<file path="config.mk">
export PLATFORM = sky130hd
export DESIGN_NAME = pcd_ctrl
export DESIGN_NICKNAME = d
export VERILOG_FILES = /design/src/sv/pcd_pkg.sv /design/src/sv/pcd_ctrl.sv
export SDC_FILE = /design/constraint.sdc
export NUM_CORES = 1
export LEC_CHECK = 0
export BUFFER_PORTS_ARGS = -buffer_cell sky130_fd_sc_hd__buf_2
export CAP_MARGIN = 30
export CORE_MARGIN = 3
export CORE_UTILIZATION = 50
export CTS_CLUSTER_SIZE = 24
export DETAILED_ROUTE_END_ITERATION = 8
export PLACE_DENSITY = 0.77
export SLEW_MARGIN = 20
export SYNTH_ARGS = -nofsm -noshare
export SYNTH_HDL_FRONTEND = slang
export SYNTH_SLANG_ARGS = --single-unit
</file>
<file path="constraint.sdc">
create_clock -name clk -period 3.7 [get_ports clk]
set_clock_uncertainty 0.1 [all_clocks]
set_input_delay 0.185 -clock clk [delete_from_list [all_inputs] [get_ports clk]]
set_output_delay 0.185 -clock clk [all_outputs]
set_load 0.1 [all_outputs]
</file>
<file path="src/sv/pcd_pkg.sv">
// Shared types, constants and command codes of the point cluster detector.
// No dependencies.
`timescale 1ns / 1ps
`default_nettype none

package pcd_pkg;

  localparam int MAX_POINTS_DEF = 1024;
  localparam int COORD_W        = 16;
  localparam int HIST_W         = 16;
  localparam int LINK_W         = 12;
  localparam int LINK_RESET     = 100;

  // Cluster test constants
  localparam int SX_LIM_K   = 100;
  localparam int SY_MEAN_K  = 900;
  localparam int SY_DEV_K   = 200;
  localparam int SX2_LIM_K  = 50000;
  localparam int VAR_K      = 2000;
  localparam int HIST_MIN   = 200;
  localparam int XWIN_LO    = 400;
  localparam int XWIN_HI    = 600;
  localparam int YWIN_LO    = 3200;
  localparam int YWIN_HI    = 3600;
  localparam int XWIN_MIN   = 25;
  localparam int YWIN_MIN   = 10;

  typedef logic [LINK_W-1:0] link_t;

  typedef struct packed {
    logic signed [COORD_W-1:0] point_x;
    logic signed [COORD_W-1:0] point_y;
    logic [HIST_W-1:0]         history_count;
    logic                      last_point;
  } point_t;

  typedef struct packed {
    logic detected;
  } result_t;

  typedef enum logic [3:0] {
    CMD_NONE,
    CMD_LOAD,
    CMD_SEED_PROBE,
    CMD_SEED_NEXT,
    CMD_REF_READ,
    CMD_REF_LATCH,
    CMD_SCAN,
    CMD_FR_NEXT,
    CMD_LAYER,
    CMD_EVAL0,
    CMD_EVAL1,
    CMD_EVAL2,
    CMD_EVAL3,
    CMD_EVAL4,
    CMD_CLEAR
  } dp_cmd_t;

  typedef struct packed {
    logic seed_found;
    logic s_last;
    logic k_last;
    logic j_last;
    logic nxt_empty;
    logic hit;
  } dp_status_t;

endpackage

`default_nettype wire

</file>
<file path="src/sv/pcd_ctrl.sv">
// Sequencer of the point cluster detector: loading, seed search, breadth-first
// scans, cluster tests and the result register. Depends on pcd_pkg.
`timescale 1ns / 1ps
`default_nettype none

module pcd_ctrl (
  input  logic               clk,
  input  logic               rst,
  input  logic               pt_valid,
  input  logic               pt_last,
  output logic               pt_ready,
  output logic               res_valid,
  input  logic               res_ready,
  output logic               res_detected,
  output pcd_pkg::dp_cmd_t   cmd,
  input  pcd_pkg::dp_status_t status
);
  import pcd_pkg::*;

  typedef enum logic [4:0] {
    S_IDLE, S_SEED, S_SEED_W1, S_SEED_W2, S_FR, S_REF, S_REF_L, S_SCAN,
    S_DR1, S_DR2, S_LAYER, S_EV0, S_EV1, S_EV2, S_EV3, S_EV4, S_DONE
  } state_t;

  state_t state, state_next;
  logic   res_load;

  assign pt_ready = (state == S_IDLE);
  assign res_load = (state == S_DONE) && (!res_valid || res_ready);

  always_comb begin
    state_next = state;
    cmd        = CMD_NONE;
    unique case (state)
      S_IDLE: begin
        if (pt_valid) begin
          cmd = CMD_LOAD;
          if (pt_last) state_next = S_SEED;
        end
      end
      S_SEED: begin
        cmd        = CMD_SEED_PROBE;
        state_next = S_SEED_W1;
      end
      S_SEED_W1: state_next = S_SEED_W2;
      S_SEED_W2: begin
        if (status.seed_found) begin
          state_next = S_FR;
        end else if (status.s_last) begin
          state_next = S_DONE;
        end else begin
          cmd        = CMD_SEED_NEXT;
          state_next = S_SEED;
        end
      end
      S_FR: state_next = S_REF;
      S_REF: begin
        cmd        = CMD_REF_READ;
        state_next = S_REF_L;
      end
      S_REF_L: begin
        cmd        = CMD_REF_LATCH;
        state_next = S_SCAN;
      end
      S_SCAN: begin
        cmd = CMD_SCAN;
        if (status.k_last) state_next = S_DR1;
      end
      // let the last scan transaction finish its label write
      S_DR1: state_next = S_DR2;
      S_DR2: begin
        if (status.j_last) begin
          state_next = S_LAYER;
        end else begin
          cmd        = CMD_FR_NEXT;
          state_next = S_FR;
        end
      end
      S_LAYER: begin
        if (status.nxt_empty) begin
          state_next = S_EV0;
        end else begin
          cmd        = CMD_LAYER;
          state_next = S_FR;
        end
      end
      S_EV0: begin
        cmd        = CMD_EVAL0;
        state_next = S_EV1;
      end
      S_EV1: begin
        cmd        = CMD_EVAL1;
        state_next = S_EV2;
      end
      S_EV2: begin
        cmd        = CMD_EVAL2;
        state_next = S_EV3;
      end
      S_EV3: begin
        cmd        = CMD_EVAL3;
        state_next = S_EV4;
      end
      S_EV4: begin
        cmd = CMD_EVAL4;
        if (status.s_last) begin
          state_next = S_DONE;
        end else begin
          state_next = S_SEED;
        end
      end
      S_DONE: begin
        if (res_load) begin
          cmd        = CMD_CLEAR;
          state_next = S_IDLE;
        end
      end
      default: state_next = S_IDLE;
    endcase
  end

  // EV4 advances the seed pointer on its own exit path
  always_ff @(posedge clk) begin
    if (rst) begin
      state     <= S_IDLE;
      res_valid <= 1'b0;
    end else begin
      state <= state_next;
      if (res_load) begin
        res_valid <= 1'b1;
      end else if (res_ready) begin
        res_valid <= 1'b0;
      end
    end
    if (res_load) res_detected <= status.hit;
  end

endmodule

`default_nettype wire

</file>
==> metrics.cfg <==
[global_routing]
grt_overflow=0
grt_pass1_wl_um=2408
grt_max_degree=22
grt_pass1_vias=548
antenna_found_initial=0
track_usage_pct=17.13

[finish]
multi_input_area_um2=454.2
fin_nets=117
seq_area_um2=150.1
mostFrequentLayoutCell=buf_2
fill_cells=106
area_delta_synth_final_pct=13.77
diodes=0
layout_common_cells=buf_2 (17), a21oi_1 (11), nor2_1 (9), nand2_1 (7), dfxtp_1 (6)
drive_above_1_share_pct=22.86

[floorplan]
row_count=12
die_y_um=42.42
start_util_pct=56.62
die_w_um=42.42
ios=18
dieArea_um2=1799
coreArea_um2=1171

[power_and_ir_drop]
power_density_nw_per_um2=384.5
swShare_pct=46.31
p_sw_w=0.0001343
p_seq_share_pct=34.8
power.internal_w=0.0001558
power_w=0.0002901
ir_drop_uv=247.6
clkPwrFrac_pct=24.0
p_comb_share_pct=41.2
p_leak_nw=0.2866

[cts]
post_cts_buffers=0
path_clk_slew_ps=60
clkLatencyLatePin_ps=250
htreeDepth=1
cts_sinks=7
clock_path_buffers=2
cts_root_buffer=clkbuf_4
cts_buffers=3
cts_tree=built

[synthesis]
synthFlopType=dfxtp_1
ys.warnings.count=0
synth-seq-cells=7
synth_fp_nets=103
yosysSeqAreaShare_pct=22.64
synth_area_um2=663.1
yosys.cell_types.count=39
synth-edff-count=1
avgSynthCellArea_um2=7.208
synthArstFlopShare_pct=0
syn_inst=92

[timing]
tns_ps=0
setup_viol=0
hold_viol=0
rsz0062_at_grt=no
max_slew_margin_pct=52.74
finalCritPeriodShare_pct=68.86
fin_crit_ps=2548
tightestPinTransition_ps=707.9
slew_violations=0
timing.fmax_mhz=392.5

[worst_setup_path]
max_stage_delay_ps=770
r2r_start=state[1]
path_cells=and2_1 -> a21o_1 -> a21oi_1 -> a311oi_1 -> buf_2
cp-start-kind=flop
crit_start=state[1]
path_max_fanout=21
critPathArrivalTime_ps=2260
worstSetupPathType=reg -> out
cp-end-kind=primary output
slowest_stage=dfxtp_1
cp.required_ps=3410

[worst_hold_path]
hold_class=in -> reg
min_from=rst

[drt]
drt_iter0_drc=26
routed-via-count=715
wirelength_um=1569
drc=0
via_per_inst=6.008
avgRoutedWirePerCell_um=13.18
dr.pass1.iters=6
ant_nets=0

[run]
cap_violations=0

[status]
status=complete, no violations

[placed_design]
hpwlAfterDp_um=1097
gp_congestion=0.8249
io_buffers=17

## critical path, delay by kind of cell (launching register included)
| family | cells | cell delay [ps] |
|---|---|---|
| compound gates | 3 | 420 |
| buf+inv | 1 | 470 |
| flops | 1 | 770 |
| simple gates | 1 | 350 |
## final timing paths
check,slack [ps],to,cells after the start
setup / recovery,1150,cmd[0],5
hold / removal,70,state[2],2
setup reg to reg,1850,state[3],4
hold reg to reg,430,res_valid,2
## power by group through the flow
stage / combinational (W) / clock (W) / sequential [W]
after detailed placement: 0.000118 / 0 / 0.000102
after global placement: 0.000117 / 0 / 0.000102
after CTS: 0.000119 / 0.0000711 / 0.000100
final: 0.000119 / 0.0000696 / 0.000101
after global routing: 0.000125 / 0.0000782 / 0.000104
after floorplan: 0.000117 / 0 / 0.0000858
## final cells by class
type / instances / area share, %
Sequential cell: 7 / 19.90
Clock buffer: 4 / 3.483
Tap cell: 14 / 2.322
Inverter: 3 / 1.493
Timing Repair Buffer: 18 / 12.60
Multi-Input combinational cell: 73 / 60.20
## stage by stage
stage	instance area (um^2)	hold WS, ps	util, %	instances	worst slack (ps)
global placement	718.2	261.7	61.32	114	1477
global route	754.5	76.11	64.42	119	1019
floorplan	663.1	150.6	-	92	7.093
detailed placement	718.2	263.6	61.32	114	1436
CTS	744.5	1.833	63.57	118	1161
finish	754.5	74.36	64.42	119	1152
## sequential cells by signal, indices dropped and copies added (netlist names)
register and cells:
state 5, res_detected 1, res_valid 1
## cell usage after synthesis (2+ instances only)
master	number	area (um^2)
nor2b_1	4	25.02
o211ai_1	2	15.01
or2_1	2	12.51
nand4_1	2	12.51
clkbuf_1	2	7.510
nand2b_1	4	25.02
dfxtp_1	6	120.1
buf_2	5	25.02
a31oi_1	2	12.51
nor3_1	2	10.01
a21oi_1	11	55.05
o21ai_0	3	15.01
inv_1	3	11.26
nor2_1	9	33.78
o21ai_1	2	10.01
nand2_1	7	26.28
nand3_1	4	20.02
## kinds of logic (layout without fill, tap and decap cells)
kind of cell           after synthesis  after routing  synth area share [%]
and+or+nand+nor                     42             42                 36.79
AOI/OAI and AO/OA                   31             31                 31.70
DFF                                  7              7                 22.64
buffers and inverters               12             25                 8.867
## timing repair
| action | in CTS | in global routing |
|---|---|---|
| hold buffers | 0 | 1 |
| hold endpoints to repair | 0 | 1 |
| gates resized for setup | 0 | 0 |
## routing by layer
metal	track usage, %	vias up	routed length [um]
li1	-	360	-
met4	3.727	0	14
met1	24.55	326	774
met5	0	-	0
met3	6.867	2	93
met2	23.71	27	687
Note: power is estimated with default switching activity, not from simulation.
